**config.mk**
```make
export PLATFORM = sky130hd
export DESIGN_NAME = keyframe_timeline_interpolator_unit
export DESIGN_NICKNAME = d
export VERILOG_FILES = /design/src/design/kti_pkg.sv /design/src/design/kti_lane.sv /design/src/design/kti_merge.sv /design/src/design/keyframe_timeline_interpolator_unit.sv
export SDC_FILE = /design/constraint.sdc
export NUM_CORES = 1
export LEC_CHECK = 0
export BUFFER_PORTS_ARGS = -buffer_cell sky130_fd_sc_hd__buf_2
export CAP_MARGIN = 30
export CORE_ASPECT_RATIO = 0.9
export CORE_MARGIN = 2
export CORE_UTILIZATION = 55
export CTS_BUF_LIST = sky130_fd_sc_hd__clkbuf_8
export DETAILED_ROUTE_END_ITERATION = 7
export PLACE_DENSITY = 0.73
export SYNTH_ARGS = -nofsm -noshare
export SYNTH_HDL_FRONTEND = slang
export SYNTH_SLANG_ARGS = --single-unit
```
**constraint.sdc**
```tcl
create_clock -name clk_i -period 7.9 [get_ports clk_i]
set_clock_uncertainty 0.2 [all_clocks]
set_input_delay 0.79 -clock clk_i [delete_from_list [all_inputs] [get_ports clk_i]]
set_output_delay 0.79 -clock clk_i [all_outputs]
set_load 0.005 [all_outputs]
```
**src/design/kti_pkg.sv**
```systemverilog
// ----------------------------------------------------------------------------
// kti_pkg
// Shared types and constants of the keyframe timeline interpolator.
// ----------------------------------------------------------------------------
`default_nettype none

package kti_pkg;

  // number of timeline entries, 2 to 64
  localparam int unsigned TABLE_SIZE = 64;

  localparam int unsigned IDX_W     = 6;
  localparam int unsigned CNT_W     = IDX_W + 1;
  localparam int unsigned VAL_W     = 16;
  localparam int unsigned NUM_LANES = 4;
  // a load step, then one cycle per quotient bit
  localparam int unsigned DIV_STEPS = VAL_W;
  localparam int unsigned DIV_CNT_W = $clog2(DIV_STEPS + 1);

  typedef logic signed [VAL_W-1:0] lane_val_t;
  typedef lane_val_t [NUM_LANES-1:0] lane_vec_t;

  typedef struct packed {
    logic [IDX_W-1:0] key_time;
    lane_val_t        value_a;
    lane_val_t        value_b;
    lane_val_t        value_c;
    lane_val_t        value_d;
    logic             last_key;
  } in_word_t;

  typedef struct packed {
    logic [IDX_W-1:0] sample_index;
    lane_val_t        out_a;
    lane_val_t        out_b;
    lane_val_t        out_c;
    lane_val_t        out_d;
    logic             end_of_table;
    logic             order_error;
  } out_word_t;

  typedef enum logic [2:0] {
    ST_IDLE,
    ST_ERR,
    ST_FILL,
    ST_DIV,
    ST_RAMP,
    ST_TAIL
  } state_e;

  typedef enum logic [1:0] {
    SEL_CUR,
    SEL_INTERP,
    SEL_ERR
  } sel_e;

  typedef struct packed {
    logic load;
    logic div_step;
    logic step;
  } lane_ctl_t;

endpackage

`default_nettype wire

```
**src/design/kti_lane.sv**
```systemverilog
// ----------------------------------------------------------------------------
// kti_lane
// One interpolation lane: divides |cur - prev| by the key distance once, then
// walks quotient and remainder forward one sample at a time.
// ----------------------------------------------------------------------------
`default_nettype none

module kti_lane (
  input  logic                        clk_i,
  input  kti_pkg::lane_ctl_t          ctl_i,
  input  kti_pkg::lane_val_t          prev_i,
  input  kti_pkg::lane_val_t          cur_i,
  input  logic [kti_pkg::IDX_W-1:0]   dt_i,
  output kti_pkg::lane_val_t          interp_o
);
  import kti_pkg::*;

  logic signed [VAL_W:0] diff;
  logic        [VAL_W:0] mag;

  logic              neg_q, neg_d;
  logic [VAL_W-1:0]  num_q, num_d;    // dividend, becomes quotient
  logic [IDX_W-1:0]  rem_q, rem_d;
  logic [VAL_W-1:0]  acc_q, acc_d;    // running quotient of |diff|*off/dt
  logic [IDX_W-1:0]  accr_q, accr_d;  // running remainder

  logic [IDX_W:0]    rem_sh;
  logic              ge;
  logic [IDX_W:0]    sum_r;
  logic              wrap;
  logic signed [VAL_W+1:0] res;

  assign diff = {prev_i[VAL_W-1], prev_i} - {cur_i[VAL_W-1], cur_i};

  always_comb begin
    // diff here is prev - cur, so cur - prev is negative when this is positive
    mag    = diff[VAL_W] ? (~diff + 1'b1) : diff;
    rem_sh = {rem_q, num_q[VAL_W-1]};
    ge     = rem_sh >= {1'b0, dt_i};
    sum_r  = {1'b0, accr_q} + {1'b0, rem_q};
    wrap   = sum_r >= {1'b0, dt_i};

    neg_d  = neg_q;
    num_d  = num_q;
    rem_d  = rem_q;
    acc_d  = acc_q;
    accr_d = accr_q;
    if (ctl_i.load) begin
      neg_d  = ~diff[VAL_W] && (diff != '0);
      num_d  = mag[VAL_W-1:0];
      rem_d  = '0;
      acc_d  = '0;
      accr_d = '0;
    end else if (ctl_i.div_step) begin
      rem_d = ge ? IDX_W'(rem_sh - {1'b0, dt_i}) : rem_sh[IDX_W-1:0];
      num_d = {num_q[VAL_W-2:0], ge};
    end else if (ctl_i.step) begin
      accr_d = wrap ? IDX_W'(sum_r - {1'b0, dt_i}) : sum_r[IDX_W-1:0];
      acc_d  = acc_q + num_q + VAL_W'(wrap);
    end
  end

  always_ff @(posedge clk_i) begin
    neg_q  <= neg_d;
    num_q  <= num_d;
    rem_q  <= rem_d;
    acc_q  <= acc_d;
    accr_q <= accr_d;
  end

  always_comb begin
    if (neg_q) begin
      res = {{2{prev_i[VAL_W-1]}}, prev_i} - {2'b00, acc_q};
    end else begin
      res = {{2{prev_i[VAL_W-1]}}, prev_i} + {2'b00, acc_q};
    end
  end

  assign interp_o = res[VAL_W-1:0];

endmodule

`default_nettype wire

```
**src/design/kti_merge.sv**
```systemverilog
// ----------------------------------------------------------------------------
// kti_merge
// Combines the lane results, index and flags into one result word and holds
// it in the output register until it is taken.
// ----------------------------------------------------------------------------
`default_nettype none

module kti_merge (
  input  logic                       clk_i,
  input  logic                       rst_ni,
  input  logic                       emit_i,
  input  kti_pkg::sel_e              sel_i,
  input  logic [kti_pkg::IDX_W-1:0]  index_i,
  input  kti_pkg::lane_vec_t         cur_i,
  input  kti_pkg::lane_vec_t         interp_i,
  input  logic                       out_stall_i,
  output logic                       free_o,
  output logic                       out_valid_o,
  output kti_pkg::out_word_t         out_word_o
);
  import kti_pkg::*;

  logic      valid_q, valid_d;
  out_word_t word_q, word_d;
  lane_vec_t vals;

  always_comb begin
    case (sel_i)
      SEL_CUR:    vals = cur_i;
      SEL_INTERP: vals = interp_i;
      default:    vals = '0;
    endcase
    word_d.out_a        = vals[0];
    word_d.out_b        = vals[1];
    word_d.out_c        = vals[2];
    word_d.out_d        = vals[3];
    word_d.order_error  = (sel_i == SEL_ERR);
    word_d.sample_index = (sel_i == SEL_ERR) ? '0 : index_i;
    word_d.end_of_table = (sel_i != SEL_ERR) && (index_i == IDX_W'(TABLE_SIZE - 1));
  end

  assign free_o = !valid_q || !out_stall_i;

  always_comb begin
    valid_d = valid_q;
    if (emit_i) begin
      valid_d = 1'b1;
    end else if (!out_stall_i) begin
      valid_d = 1'b0;
    end
  end

  always_ff @(posedge clk_i or negedge rst_ni) begin
    if (!rst_ni) begin
      valid_q <= 1'b0;
    end else begin
      valid_q <= valid_d;
    end
  end

  always_ff @(posedge clk_i) begin
    if (emit_i) begin
      word_q <= word_d;
    end
  end

  assign out_valid_o = valid_q;
  assign out_word_o  = word_q;

endmodule

`default_nettype wire

```
**src/design/keyframe_timeline_interpolator_unit.sv**
```systemverilog
// ----------------------------------------------------------------------------
// keyframe_timeline_interpolator_unit
// Piecewise linear keyframe interpolation into a sampled timeline.
// ----------------------------------------------------------------------------
// Keyframes are taken one at a time; the input stalls until every sample that
// a keyframe causes has entered the output register. Samples leave at one per
// cycle while the output is not stalled. A first keyframe emits its samples
// directly. A later keyframe first runs the four lane dividers (a load step,
// then one quotient bit a cycle), then emits its samples. A keyframe marked
// last then emits its tail samples. A keyframe whose time does not rise gives
// one error word.
`default_nettype none

module keyframe_timeline_interpolator_unit (
  input  logic               clk_i,
  input  logic               rst_ni,
  input  logic               in_valid_i,
  output logic               in_stall_o,
  input  kti_pkg::in_word_t  in_word_i,
  output logic               out_valid_o,
  input  logic               out_stall_i,
  output kti_pkg::out_word_t out_word_o
);
  import kti_pkg::*;

  state_e state_q, state_d;

  in_word_t              item_q;
  logic [CNT_W-1:0]      cnt_q, cnt_d;
  logic [DIV_CNT_W-1:0]  div_cnt_q, div_cnt_d;
  logic [IDX_W-1:0]      prev_time_q;
  lane_vec_t             prev_vals_q;
  logic                  have_q;

  logic       accept;
  logic       emit;
  sel_e       sel;
  lane_ctl_t  ctl;
  logic       finish;
  logic       free;

  lane_vec_t        cur_vals;
  lane_vec_t        interp_vals;
  logic [IDX_W-1:0] dt;
  logic [CNT_W-1:0] t_cur;
  logic [CNT_W-1:0] run_end;

  assign cur_vals[0] = item_q.value_a;
  assign cur_vals[1] = item_q.value_b;
  assign cur_vals[2] = item_q.value_c;
  assign cur_vals[3] = item_q.value_d;

  assign dt      = item_q.key_time - prev_time_q;
  assign t_cur   = {1'b0, item_q.key_time};
  // runs are clipped at the table end
  assign run_end = (t_cur < CNT_W'(TABLE_SIZE)) ? t_cur : CNT_W'(TABLE_SIZE);

  assign accept     = in_valid_i && (state_q == ST_IDLE);
  assign in_stall_o = (state_q != ST_IDLE);

  // next state
  always_comb begin
    state_d = state_q;
    case (state_q)
      ST_IDLE: begin
        if (in_valid_i) begin
          if (have_q && (in_word_i.key_time <= prev_time_q)) begin
            state_d = ST_ERR;
          end else if (!have_q) begin
            state_d = ST_FILL;
          end else begin
            state_d = ST_DIV;
          end
        end
      end
      ST_ERR: begin
        if (free) begin
          state_d = ST_IDLE;
        end
      end
      ST_FILL, ST_RAMP: begin
        if (cnt_q >= run_end) begin
          state_d = item_q.last_key ? ST_TAIL : ST_IDLE;
        end
      end
      ST_DIV: begin
        if (div_cnt_q == DIV_CNT_W'(DIV_STEPS)) begin
          state_d = ST_RAMP;
        end
      end
      ST_TAIL: begin
        if (cnt_q >= CNT_W'(TABLE_SIZE)) begin
          state_d = ST_IDLE;
        end
      end
      default: state_d = ST_IDLE;
    endcase
  end

  // outputs
  always_comb begin
    emit      = 1'b0;
    sel       = SEL_CUR;
    ctl       = '0;
    finish    = 1'b0;
    cnt_d     = cnt_q;
    div_cnt_d = div_cnt_q;
    case (state_q)
      ST_IDLE: begin
        if (in_valid_i) begin
          cnt_d     = have_q ? {1'b0, prev_time_q} : '0;
          div_cnt_d = '0;
        end
      end
      ST_ERR: begin
        if (free) begin
          emit = 1'b1;
          sel  = SEL_ERR;
        end
      end
      ST_FILL, ST_RAMP: begin
        if (cnt_q >= run_end) begin
          if (item_q.last_key) begin
            cnt_d = t_cur;
          end else begin
            finish = 1'b1;
          end
        end else if (free) begin
          emit     = 1'b1;
          sel      = (state_q == ST_RAMP) ? SEL_INTERP : SEL_CUR;
          ctl.step = (state_q == ST_RAMP);
          cnt_d    = cnt_q + 1'b1;
        end
      end
      ST_DIV: begin
        ctl.load     = (div_cnt_q == '0);
        ctl.div_step = (div_cnt_q != '0);
        div_cnt_d    = div_cnt_q + 1'b1;
      end
      ST_TAIL: begin
        if (cnt_q >= CNT_W'(TABLE_SIZE)) begin
          finish = 1'b1;
        end else if (free) begin
          emit  = 1'b1;
          cnt_d = cnt_q + 1'b1;
        end
      end
      default: begin
        emit = 1'b0;
      end
    endcase
  end

  always_ff @(posedge clk_i or negedge rst_ni) begin
    if (!rst_ni) begin
      state_q     <= ST_IDLE;
      cnt_q       <= '0;
      div_cnt_q   <= '0;
      prev_time_q <= '0;
      prev_vals_q <= '0;
      have_q      <= 1'b0;
    end else begin
      state_q   <= state_d;
      cnt_q     <= cnt_d;
      div_cnt_q <= div_cnt_d;
      if (finish) begin
        prev_time_q <= item_q.key_time;
        prev_vals_q <= cur_vals;
        have_q      <= !item_q.last_key;
      end
    end
  end

  always_ff @(posedge clk_i) begin
    if (accept) begin
      item_q <= in_word_i;
    end
  end

  for (genvar g = 0; g < NUM_LANES; g++) begin : g_lane
    kti_lane u_lane (
      .clk_i    (clk_i),
      .ctl_i    (ctl),
      .prev_i   (prev_vals_q[g]),
      .cur_i    (cur_vals[g]),
      .dt_i     (dt),
      .interp_o (interp_vals[g])
    );
  end

  kti_merge u_merge (
    .clk_i       (clk_i),
    .rst_ni      (rst_ni),
    .emit_i      (emit),
    .sel_i       (sel),
    .index_i     (cnt_q[IDX_W-1:0]),
    .cur_i       (cur_vals),
    .interp_i    (interp_vals),
    .out_stall_i (out_stall_i),
    .free_o      (free),
    .out_valid_o (out_valid_o),
    .out_word_o  (out_word_o)
  );

endmodule

`default_nettype wire

```
## Yosys cells after proc, flatten, opt, wreduce, memory -nomap -nowiden

Index checks and enable logic that the tools add are counted.

- Register bits after elaboration: 410
- Output and inout bits: 74

- Add/sub/neg operators: 39
- Order comparisons: 12
- Equality and inequality tests: 18
- Muxes and demuxes: 63
- Bitwise gates (word level): 9
- Reductions and logical operators: 28

Operators by type and width:

| cell | number |
|---|---|
| two-way mux 16 bit | 16 |
| adder 16 bit | 8 |
| case mux 64 bit (2 select lines) | 1 |
| nonzero test 17 bit | 4 |
| subtractor 16 x 16 -> 17 bit | 4 |
| adder 16 x 1 -> 16 bit | 4 |
| adder 16 x 1 -> 16 bit (second input constant) | 4 |
| inverter 16 bit | 4 |
| subtractor 16 bit | 4 |
| greater-or-equal comparator 7 x 6 -> 1 bit | 8 |
| two-way mux 6 bit | 9 |
| subtractor 6 bit | 9 |
| two-way mux 7 bit | 6 |
| adder 6 x 6 -> 7 bit | 4 |
| case mux 7 bit (3 select lines) | 1 |
| two-way mux 3 bit | 6 |
| two-way mux 1 bit | 15 |
| case mux 3 bit (5 select lines) | 1 |
| inequality test 2 bit (second input constant) | 7 |
| case mux 5 bit (2 select lines) | 1 |
| adder 7 x 1 -> 7 bit (second input constant) | 1 |
| greater-or-equal comparator 7 bit | 1 |
| greater-or-equal comparator 7 bit (second input constant) | 1 |
| logical AND 1 bit | 7 |
| other kinds (30) | 43 |

## Longest topological paths before layout

Gate-level depths: netlist of run 1.

- Depth after elaboration: 7
- Gate-level depth with buffers: 24

## By module

Synthesis of run 1 repeated with hierarchy kept, for this count alone.

- Cells, all modules: 3342
- Area total of the unflattened synthesis: 30833.3 um^2

Modules (own cells, without submodules):

| module | instances | cells each | area each (um^2) |
|---|---|---|---|
| kti_lane at g_lane[1].u_lane ... | 2 | 669 | 5280.1 |
| keyframe_timeline_interpolator_unit | 1 | 425 | 6337.3 |
| kti_lane at g_lane[3].u_lane | 1 | 688 | 5397.7 |
| kti_lane at g_lane[0].u_lane | 1 | 663 | 5267.6 |
| kti_merge | 1 | 228 | 3270.6 |

## Least setup slack after synthesis of run 1

No wires, ideal clock.

- Path type: flip-flop to flip-flop
- Start: register item_q[65] (netlist name)
- End: register g_lane[1].u_lane.acc_q[12]
- Library setup time: 0.117 ns
- Data arrival time: 6.269 ns
- Data required time: 7.583 ns
- Setup slack: 1.314 ns
- Stages on the path, launching flop included: 25
- Clock period less this slack: 6.586 ns
- Path through: edfxtp_1 > inv_1 > ha_1 > inv_1 > fa_1 > inv_1 > ha_1 > nor2b_1 > o21ai_0 > nand3b_1 > a21o_1 > maj3_1 > a2111oi_4 > inv_1 > fa_1 > fa_1 > a21o_1 > a21oi_1 > o21bai_1 > a2111o_1 > a311oi_1 > o21bai_1 > a2111o_1 > o21ai_0 > nor2_1

- Word-level cells in the longest chain between the ends: 6
- Elaborated cells between the ends (all ways): 9

RTL lines:

| element | line | RTL |
|---|---|---|
| from (decl) | keyframe_timeline_interpolator_unit.sv:28 | `in_word_t item_q;` |
| from (signal assigned) | keyframe_timeline_interpolator_unit.sv:176 | `item_q <= in_word_i;` |
| branches (longest 6 deep; another with adder 16 x 1 -> 16 bit) | n/a |  |
| to (signal assigned) | kti_lane.sv:67 | `acc_q <= acc_d;` |
| to (decl) | kti_lane.sv:24 | `logic [VAL_W-1:0] acc_q, acc_d;` |

Several ways; the timed one is not identified.
A chain may end at the register's enable or synchronous reset.

## Worst setup path in the final report of run 1

- Start: register item_q[65] (netlist name)
- End: register g_lane[3].u_lane.acc_q[14]

- Word-level cells in the longest chain between the ends: 6
- Elaborated cells between the ends (all ways): 9

RTL lines:

| element | line |
|---|---|
| branches (longest 6 deep; another with adder 16 x 1 -> 16 bit) | n/a |
| to (signal assigned) | kti_lane.sv:67 |
| to (decl) | kti_lane.sv:24 |

Several ways; the timed one is not identified.

==> results by group, run 1 <==
GRT
  – Largest net degree at the start of global routing: approximately 110
  – Number of antenna violations at the first check in global routing: 0
  – Vias in the first global route: 24123
  – Overall Global Routing Usage: between 20% and 30%
  – First-pass GRT wire length: 121000 µm
  – Total grt overflow: 0

STA
  – Hold WS: ~94 ps
  – Setup TNS Final: 0 ps
  – Final setup viols: 0
  – RSZ-0062 raised after global routing: no
  – Fin crit period: 7330 ps
  – Final hold viol count: 0
  – Post-route clock period utilization: 92.8%
  – Max transition margin: 34.3%
  – Fmax: around 140 MHz
  – Final setup margin: 570 ps
  – Slew @ Worst Pin: 982 ps
  – Max-slew violations: 0

Routing
  – ANT nets after route: 0
  – WL per Instance: approximately 18 µm
  – Drt initial violations: 2023
  – Remaining DRCs: 0
  – Iteration count of the initial detailed-routing pass: 6
  – Final WL: 74900 µm
  – Vias/cell: 5.85
  – DR vias: between 20000 and 25000

Clocking
  – H-tree levels: 3
  – TritonCTS Buffers: 74
  – Sink Count: 410
  – CTS Hold Buffers Added: 1
  – Root Buffer Master: clkbuf_8
  – Post CTS Setup Buffer Count: 0
  – Max Root-Sink Buffers: 3
  – CTS tree: built
  – Resize count post-CTS: 0
  – Worst-skew pair later-pin latency: 670 ps
  – CTS clock-pin slew for the worst setup and hold paths: 60 ps

Hold path
  – Worst hold-check path type: input port to register
  – Hold Crit Start: in_word_i[15]
  – Hold Path Stages: 1
  – Hold Crit Endpoint: cur_vals[62]

Worst setup path
  – Reg2reg end: g_lane[3].u_lane.acc_q[14]
  – Worst path required time: 8260 ps
  – Startpoint Class: register
  – Arrival @ worst endpoint: approximately 7700 ps
  – R2R cell count: 25
  – CP Capture Type: register
  – Crit path max-delay family: adder cells
  – Most frequent CP cell: inv_1
  – WS Path Type: register to register
  – Slowest CP cell: fa_1
  – Crit path max fanout: 12
  – Reg-to-Reg Start: item_q[65]
  – Crit path buf inv count: 5
  – Slowest stage delay, CP: 820 ps
  – R2R Setup Slk: 570 ps

Placed design
  – Port Buffers: 148
  – Placement Setup Slack: 687 ps
  – Gp weighted congestion: just over 0.9
  – Final HPWL DP: roughly 55000 µm

Yosys
  – Top_reg_cell synth: edfxtp_1
  – Count of unique library cells instantiated by Yosys: 90
  – Register area share after synthesis: 36.2%
  – Post-Syn Nets: 3711
  – Synth area leaders: edfxtp_1, ha_1, dfxtp_1
  – Post-synth EDFFs: 211
  – Leading area contributor after synthesis: edfxtp_1
  – Synth Instances: 3335
  – Post-synth top cells: nand2_1, o21ai_0, ha_1
  – Async SR Flop Fraction: 21.2%
  – Number of synthesized register bits: 410
  – Avg Inst Size Synth: a little under 9 µm²
  – Yosys warns: 0
  – Post-Syn Area: 0.0297 mm²
  – Top cell type's share of synthesized area: a little over a fifth
  – Most numerous cell in the Yosys netlist: nand2_1

Final layout
  – Final #Nets: 3843
  – Finished Core Util: 61.3%
  – Register area: 0.0108 mm²
  – Multi-input logic area: 0.0177 mm²
  – # diodes: 0
  – Number of fill cells: 4383
  – Layout area overhead: 9.71%
  – Share of cells above drive strength 1: a little over 9%

Floorplanning
  – DIE AREA: 0.0559 mm²
  – Die span in x: approximately 250 µm
  – Die height: ~220 µm
  – Initial core utilization: roughly 56%
  – Core area: 0.0532 mm²
  – FP Rows: 80
  – # IOs: 149

Job
  – Max-Cap Viols: 0

Run status
  – Status: complete, no violations
## how the worst max path moves through the flow
stage	startpoint	to	slack (ps)	cells past startpoint
after floorplan	item_q[65]	g_lane[1].u_lane.acc_q[12]	1310	24
after global placement	item_q[65]	g_lane[1].u_lane.acc_q[12]	920	24
after detailed placement	item_q[65]	g_lane[3].u_lane.acc_q[14]	690	25
after CTS	item_q[65]	g_lane[3].u_lane.acc_q[14]	630	25
after global routing	item_q[65]	g_lane[3].u_lane.acc_q[14]	130	25
final	item_q[65]	g_lane[3].u_lane.acc_q[14]	570	25
## metal layers
metal  share of wire (%)  vias up  global-route usage (%)
met5                   0        -                       0
met1                  47    11658                    36.9
met3                 7.4      132                    6.18
met2                  44      777                    41.2
met4                 2.2        0                    7.80
li1                    -    12157                       -
## registers in the layout, indices dropped and copies added, names as in the netlist, 3 cells and up
signal and count:
prev_time_q 6, u_merge.out_word_o 72, item_q 7, cnt_q 7, g_lane.u_lane.acc_q 64, g_lane.u_lane.neg_q 4, cur_vals 64, div_cnt_q 5
prev_vals_q 64, state_q 3, g_lane.u_lane.rem_q 24, g_lane.u_lane.num_q 64, g_lane.u_lane.accr_q 24
## layout make-up
cell class / count / share of cell area [%]
inverter: 217 / 2.50
timing repair buffer: 173 / 3.11
sequential: 410 / 33.0
clock buffer: 85 / 3.59
tap: 697 / 2.68
multi-input combinational: 2591 / 54.3
clock inverter: 50 / 0.780
## layout by cell type, fill, tap and decap left out, drive strengths merged, types with 13 or more instances in the layout
master	instances
nand2b	35
dfrtp	87
and2	18
a21o	86
dfxtp	112
ha	272
o21a	30
buf	172
nand4	13
o21bai	32
a211oi	31
nand3b	16
nor3	84
mux2	13
or3	29
inv	253
nor2	226
clkbuf	85
nand2	384
and3	22
or2	13
xnor2	232
o21ai	302
mux2i	29
o31ai	30
a21oi	237
xor2	81
a31oi	27
maj3	14
fa	29
nor4	19
edfxtp	211
nor2b	36
nand3	104
## cells by family after synthesis
group	Yosys count	synth area share, %
and+or+nand+nor	1024	15.9
AOI/OAI and AO/OA	897	18.9
DFF	410	36.2
buffers and inverters	334	4.36
adders and majority gates	315	13.9
xor gates and xnor gates	313	9.23
muxes	42	1.48
## per-stage QoR
stage	area, µm²	cells
2_1_floorplan	29700	3335
3_5_place_dp	31100	4087
4_1_cts	32600	4223
3_3_place_gp	31100	4082
5_1_grt	32600	4223
6_report	32600	4223
Power of run 1 is left out: the tool's default activity adds up to more than one toggle a clock period on the data nets, which glitch-free logic cannot reach.
==> run 2, diff against run 1 <==
Settings changed: CAP_MARGIN 30 to 20, CORE_UTILIZATION 55 to 40, PLACE_DENSITY 0.73 to default, RECOVER_POWER from default to 50.
==> results by group, run 2 (synthesized netlist as in run 1, its figures left out) <==
Run status
  – Status: finished with violations
  – Failing checks: max-capacitance violations, max-slew violations

Floorplanning
  – DIE AREA: 0.0764 mm² (+37%)
  – # IOs: 149 (unchanged)
  – Die height: 263 µm (+17%)
  – FP Rows: 94 (+18%)
  – Die span in x: 291 µm (+17%)
  – Core area: 0.0733 mm² (+38%)
  – Initial core utilization: 40.5% (-15 points)

Worst setup path
  – Worst path required time: 8320 ps (+60 ps)
  – Startpoint Class: register
  – CP Capture Type: register
  – Arrival @ worst endpoint: 7540 ps (-150 ps)
  – WS Path Type: register to register
  – R2R cell count: 24 (-4.0%)
  – Crit path max fanout: 8 (-4)

Routing
  – Final WL: 77900 µm (+3.9%)
  – WL per Instance: 17.2 µm (-3.1%)
  – ANT nets after route: 0 (unchanged)
  – DR vias: 24029 (-2.8%)
  – Drt initial violations: 1542 (-24%)
  – Remaining DRCs: 0 (unchanged)
  – Vias/cell: 5.31 (-9.3%)
  – Iteration count of the initial detailed-routing pass: 5 (-1)

Placed design
  – Port Buffers: 148 (unchanged)
  – Gp weighted congestion: 0.857 (-8.3%)
  – Area post-placement: 0.0314 mm² (+0.85%)
  – Final HPWL DP: 57000 µm (+4.1%)

STA
  – Max-slew violations: 283 (+283)
  – Slew @ Worst Pin: 3810 ps (+2830 ps)
  – Final hold viol count: 0 (unchanged)
  – Setup TNS Final: 0 ps (unchanged)
  – RSZ-0062 raised after global routing: no
  – Final setup viols: 0 (unchanged)
  – Fin crit period: 7110 ps (-216 ps)
  – Fmax: 141 MHz (+3.0%)
  – Post-route clock period utilization: 90.1% (-2.7 points)
  – Max transition margin: -154% (-190 points)

Final layout
  – Final #Nets: 3874 (+0.81%)
  – Max FFs per register: 72 (unchanged)
  – Commonest non-fill, non-tap cell in the layout: nand2_1
  – Layout area overhead: 11.7%
  – Final instance area: 0.0332 mm² (+1.8%)
  – Share of cells above drive strength 1: 7.63% (-1.6 points)
  – Most frequent cells in the layout: nand2_1, o21ai_0, ha_1, inv_1, a21oi_1

Clocking
  – Sink Count: 410 (unchanged)
  – H-tree levels: 3 (unchanged)
  – CTS tree: built
  – Max Root-Sink Buffers: 3 (unchanged)
  – TritonCTS Buffers: 78 (+5.4%)
  – Post CTS Setup Buffer Count: 0 (unchanged)
  – Worst-skew pair later-pin latency: 730 ps (+60 ps)
  – CTS clock-pin slew for the worst setup and hold paths: 60 ps (about the same)
  – Root Buffer Master: clkbuf_8

GRT
  – Number of antenna violations at the first check in global routing: 4 (+4)
  – Overall Global Routing Usage: 20.3% (-6.2 points)
  – First-pass GRT wire length: 127000 µm (+4.3%)
  – Largest net degree at the start of global routing: 82 (-26%)
  – Total grt overflow: 0 (unchanged)
  – Vias in the first global route: 23633 (-2.0%)

Pwr
  – Comb pwr share: between 60 and 70%
  – P_leak: ~14 nW
  – Psw: 7.94 mW
  – Sequential Power Share: between 20% and 30%
  – IR drop worst, VDD: 0.000203 V
  – Clock power share: 12.6%
  – Switch share: 46.7%
  – P_int: 9.06 mW
  – Power per cell area: ~510 mW/mm²

Hold path
  – Worst hold-check path type: input port to register
  – Hold Path Stages: 1 (unchanged)

Job
  – Max-Cap Viols: 7 (+7)
## run 2: repair_timing
action,CTS,global route
gates resized for setup,0,0
endpoints found under the hold margin,65,0
hold buffers,26,0
endpoints found under the setup margin,0,0
## run 2: final timing paths
| path | startpoint | end | slack, ps |
|---|---|---|---|
| min in group asynchronous | rst_ni | prev_time_q[5] | 1430 |
| max | item_q[65] | g_lane[1].u_lane.acc_q[12] | 790 |
| max in group asynchronous | rst_ni | prev_vals_q[33] | 2150 |
| max reg2reg | item_q[65] | g_lane[1].u_lane.acc_q[12] | 790 |
| min reg2reg | g_lane[3].u_lane.accr_q[0] | g_lane[3].u_lane.accr_q[0] | 260 |
| min | in_word_i[20] | cur_vals[35] | 60 |
## run 2: layer usage
metal  global-route usage (%)  wire length [µm]
met1                     28.7             38300
met2                     32.3             34800
met3                     3.32              3280
met4                     5.24              1440
met5                        0                22
## run 2: layout make-up
cell class / instances / area [µm²]
Fill cell: 7111 / 40100
Multi-Input combinational cell: 2591 / 17700
Sequential cell: 410 / 10800
Clock buffer: 90 / 1240
Tap cell: 960 / 1200
Timing Repair Buffer: 200 / 1100
Inverter: 217 / 817
Clock inverter: 56 / 353
Antenna cell: 2 / 5.00
## run 2: stage by stage
stage                     power [mW]  utilization (%)  hold slack [ps]  setup slack [ps]  instances
after floorplan                 12.3                -              236              1310       3335
after CTS                       17.1             45.4             2.41               703       4524
after detailed placement        14.9             42.9              258               700       4352
after global routing            18.7             45.3             30.0               124       4525
final                           17.0             45.3             64.4               786       4526
after global placement          14.8             42.9              250               749       4352
## run 2: power by group through the flow
stage / sequential (mW) / clock [mW] / combinational [mW]
global placement: 3.92 / 0 / 10.9
detailed placement: 3.92 / 0 / 10.9
finish: 3.90 / 2.15 / 11.0
CTS: 3.89 / 2.22 / 11.0
global route: 4.01 / 2.29 / 12.4
floorplan: 3.72 / 0 / 8.55
## run 2: critical path, cell delays in order (launching register included)
cell and delay [ps]:
edfxtp_1 420, inv_1 100, ha_1 140, inv_1 60, fa_1 690, inv_1 290
ha_1 360, nor2b_1 130, o21ai_0 200, nand3b_1 100, a21o_1 190, maj3_1 390
a2111oi_4 730, inv_1 120, fa_1 460, fa_1 430, a21o_1 170, a21oi_1 210
o21bai_1 120, a2111o_1 440, a311oi_1 410, o21bai_1 130, a2111o_1 410, o21ai_0 70
nor2_1 70
Power figures use the tool's default switching activity.
==> run 3, diff against run 2 <==
Settings changed: HOLD_SLACK_MARGIN from default to 0.15.
Clock period 7.9 ns to 6.4 ns, I/O delays scaled along.
==> results by group, run 3 (synthesized netlist as in run 1, its figures left out) <==
STA
  – Post-route clock period utilization: 95.5% (+5.4 points)
  – RSZ-0062 raised after global routing: no
  – Fin crit period: 6110 ps (-1000 ps)
  – Setup TNS Final: 0 ps (unchanged)
  – Fmax: 164 MHz (+16%)
  – Final setup viols: 0 (unchanged)
  – Max-slew violations: 238 (-16%)
  – Final hold viol count: 0 (unchanged)
  – Slew @ Worst Pin: 3690 ps (-126 ps)
  – Max transition margin: -146% (+8.4 points)

Floorplanning
  – Die height: 263 µm (unchanged)
  – FP Rows: 94 (unchanged)
  – Core area: 0.0733 mm² (unchanged)
  – # IOs: 149 (unchanged)
  – Initial core utilization: 40.5% (unchanged)
  – Die span in x: 291 µm (unchanged)
  – DIE AREA: 0.0764 mm² (unchanged)

Final layout
  – Final #Nets: 3928 (+1.4%)
  – Share of cells above drive strength 1: 8.35% (+0.72 points)
  – Number of fill cells: 7175 (+0.90%)
  – Commonest non-fill, non-tap cell in the layout: nand2_1
  – Multi-input logic area: 0.0177 mm² (+0.32%)
  – Register area: 0.0108 mm² (unchanged)
  – Final instance area: 0.0338 mm² (+2.0%)
  – Layout area overhead: 13.9%
  – Max FFs per register: 72 (unchanged)
  – Most frequent cells in the layout: nand2_1, o21ai_0, ha_1, inv_1, xnor2_1

Worst setup path
  – CP Capture Type: register
  – Startpoint Class: register
  – WS Path Type: register to register
  – Reg-to-Reg Start: item_q[65]
  – Worst path required time: 6750 ps (-1570 ps)
  – Start point of the critical path: item_q[65]
  – Crit path max fanout: 4 (-4)
  – Arrival @ worst endpoint: 6460 ps (-1080 ps)
  – R2R Setup Slk: 290 ps (-500 ps)

GRT
  – M2 GR Usage: 32.5% (+0.17 points)
  – Vias in the first global route: 23348 (-1.2%)
  – M1 GR Usage: 28.6% (-0.075 points)
  – Grt peak-use layer: met2
  – Number of antenna violations at the first check in global routing: 4 (unchanged)
  – Overall Global Routing Usage: 20.3% (-0.039 points)
  – First-pass GRT wire length: 126000 µm (-0.45%)
  – Largest net degree at the start of global routing: 144 (+76%)
  – Met3 Usage GRT: 3.27% (-0.051 points)
  – Total grt overflow: 0 (unchanged)

Placed design
  – Port Buffers: 148 (unchanged)
  – Final HPWL DP: 56700 µm (-0.50%)
  – Area post-placement: 0.0315 mm² (+0.39%)
  – Gp weighted congestion: 0.852 (-0.50%)

Pwr
  – IR drop worst, VDD: 0.000311 V (+53%)
  – P_leak: 14.7 nW (+1.8%)
  – Power Total: 21.2 mW (+25%)
  – Power per cell area: 628 mW/mm² (+22%)

Clocking
  – H-tree levels: 3 (unchanged)
  – Root Buffer Master: clkbuf_8
  – CTS clock-pin slew for the worst setup and hold paths: 60 ps (about the same)
  – Sink Count: 410 (unchanged)
  – CTS tree: built
  – TritonCTS Buffers: 78 (unchanged)
  – Max Root-Sink Buffers: 3 (unchanged)
  – Worst-skew pair later-pin latency: 680 ps (-50 ps)

Routing
  – Drt initial violations: 1271 (-18%)
  – WL per Instance: 17.0 µm (-1.0%)
  – Vias/cell: 5.31 (about the same)
  – DR vias: 24324 (+1.2%)
  – Iteration count of the initial detailed-routing pass: 7 (+2)
  – Final WL: 78000 µm (+0.13%)
  – Remaining DRCs: 0 (unchanged)
  – ANT nets after route: 0 (unchanged)

Hold path
  – Hold Crit Start: out_stall_i
  – Worst hold-check path type: input port to register

Job
  – Max-Cap Viols: 6 (-1)

Run status
  – Status: finished with violations
  – Failing checks: max-capacitance violations, max-slew violations
==> run 3: cell count changes in the layout (fill, tap and decap cells not counted), moves of 3 or more <==
cell,change
dlygate4sd3_1,+46
inv_1,-9
a21oi_1,-5
a21oi_2,+5
buf_4,+5
clkinv_2,+5
o21ai_0,-5
o21ai_1,+5
buf_12,+3
bufinv_16,+3
clkbuf_2,+3
inv_12,-3
==> run 3: worst paths after layout <==
kind | to | cells past startpoint
min in group asynchronous | cnt_q[3] | 2
hold / removal | u_merge.out_valid_o | 3
max in group asynchronous | prev_vals_q[45] | 3
hold reg to reg | g_lane[2].u_lane.accr_q[0] | 2
setup / recovery | g_lane[1].u_lane.acc_q[12] | 24
setup reg to reg | g_lane[1].u_lane.acc_q[12] | 24
==> run 3: where the power goes <==
group / switching (mW) / total [mW] / internal [mW]
Combinational: 7.75 / 13.7 / 5.97
Sequential: 0.829 / 4.80 / 3.97
Clock: 1.22 / 2.71 / 1.49
==> run 3: through the flow <==
stage	instances	hold WS, ps	util [%]	setup WS (ps)
after floorplan	3335	144	-	20.5
after global placement	4359	246	43.0	160
after detailed placement	4359	253	43.0	52.6
after CTS	4575	153	46.2	18.0
after global routing	4577	209	46.1	1.42
final	4578	211	46.1	290
==> run 3: worst max-delay path, cell delays in order, from the launching register on <==
cell and delay (ps):
edfxtp_1 410, inv_1 100, ha_1 150, inv_1 60, fa_2 580, clkinvlp_4 170
ha_4 280, nor2b_1 120, o21ai_1 150, nand3b_1 110, a21o_1 190, maj3_1 390
a2111oi_4 330, inv_1 90, fa_2 380, fa_1 410, a21o_1 180, a21oi_2 160
o21bai_1 100, a2111o_1 450, a311oi_2 310, o21bai_1 120, a2111o_1 400, o21ai_0 70
nor2_1 70
==> run 3: routing by layer <==
| layer | wire length [µm] | vias to the layer above |
|---|---|---|
| met2 | 34900 | 460 |
| met1 | 38400 | 11388 |
| met4 | 1390 | 4 |
| li1 | - | 12361 |
| met5 | 23 | - |
| met3 | 3300 | 111 |
==> run 3: repair_timing <==
item,4_1_cts,5_1_grt
endpoints found under the hold margin,115,0
setup endpoints to repair,0,13
hold buffers,72,0
buffers inserted,0,1
resized for setup,0,11
==> run 3: cell type report <==
cell class | count | area share (%)
Multi-Input combinational cell | 2591 | 52.5
Sequential cell | 410 | 31.8
Timing Repair Buffer | 254 | 4.91
Clock buffer | 89 | 3.62
Tap cell | 960 | 3.55
Inverter | 217 | 2.43
Clock inverter | 55 | 1.18
Antenna cell | 2 | 0.0148
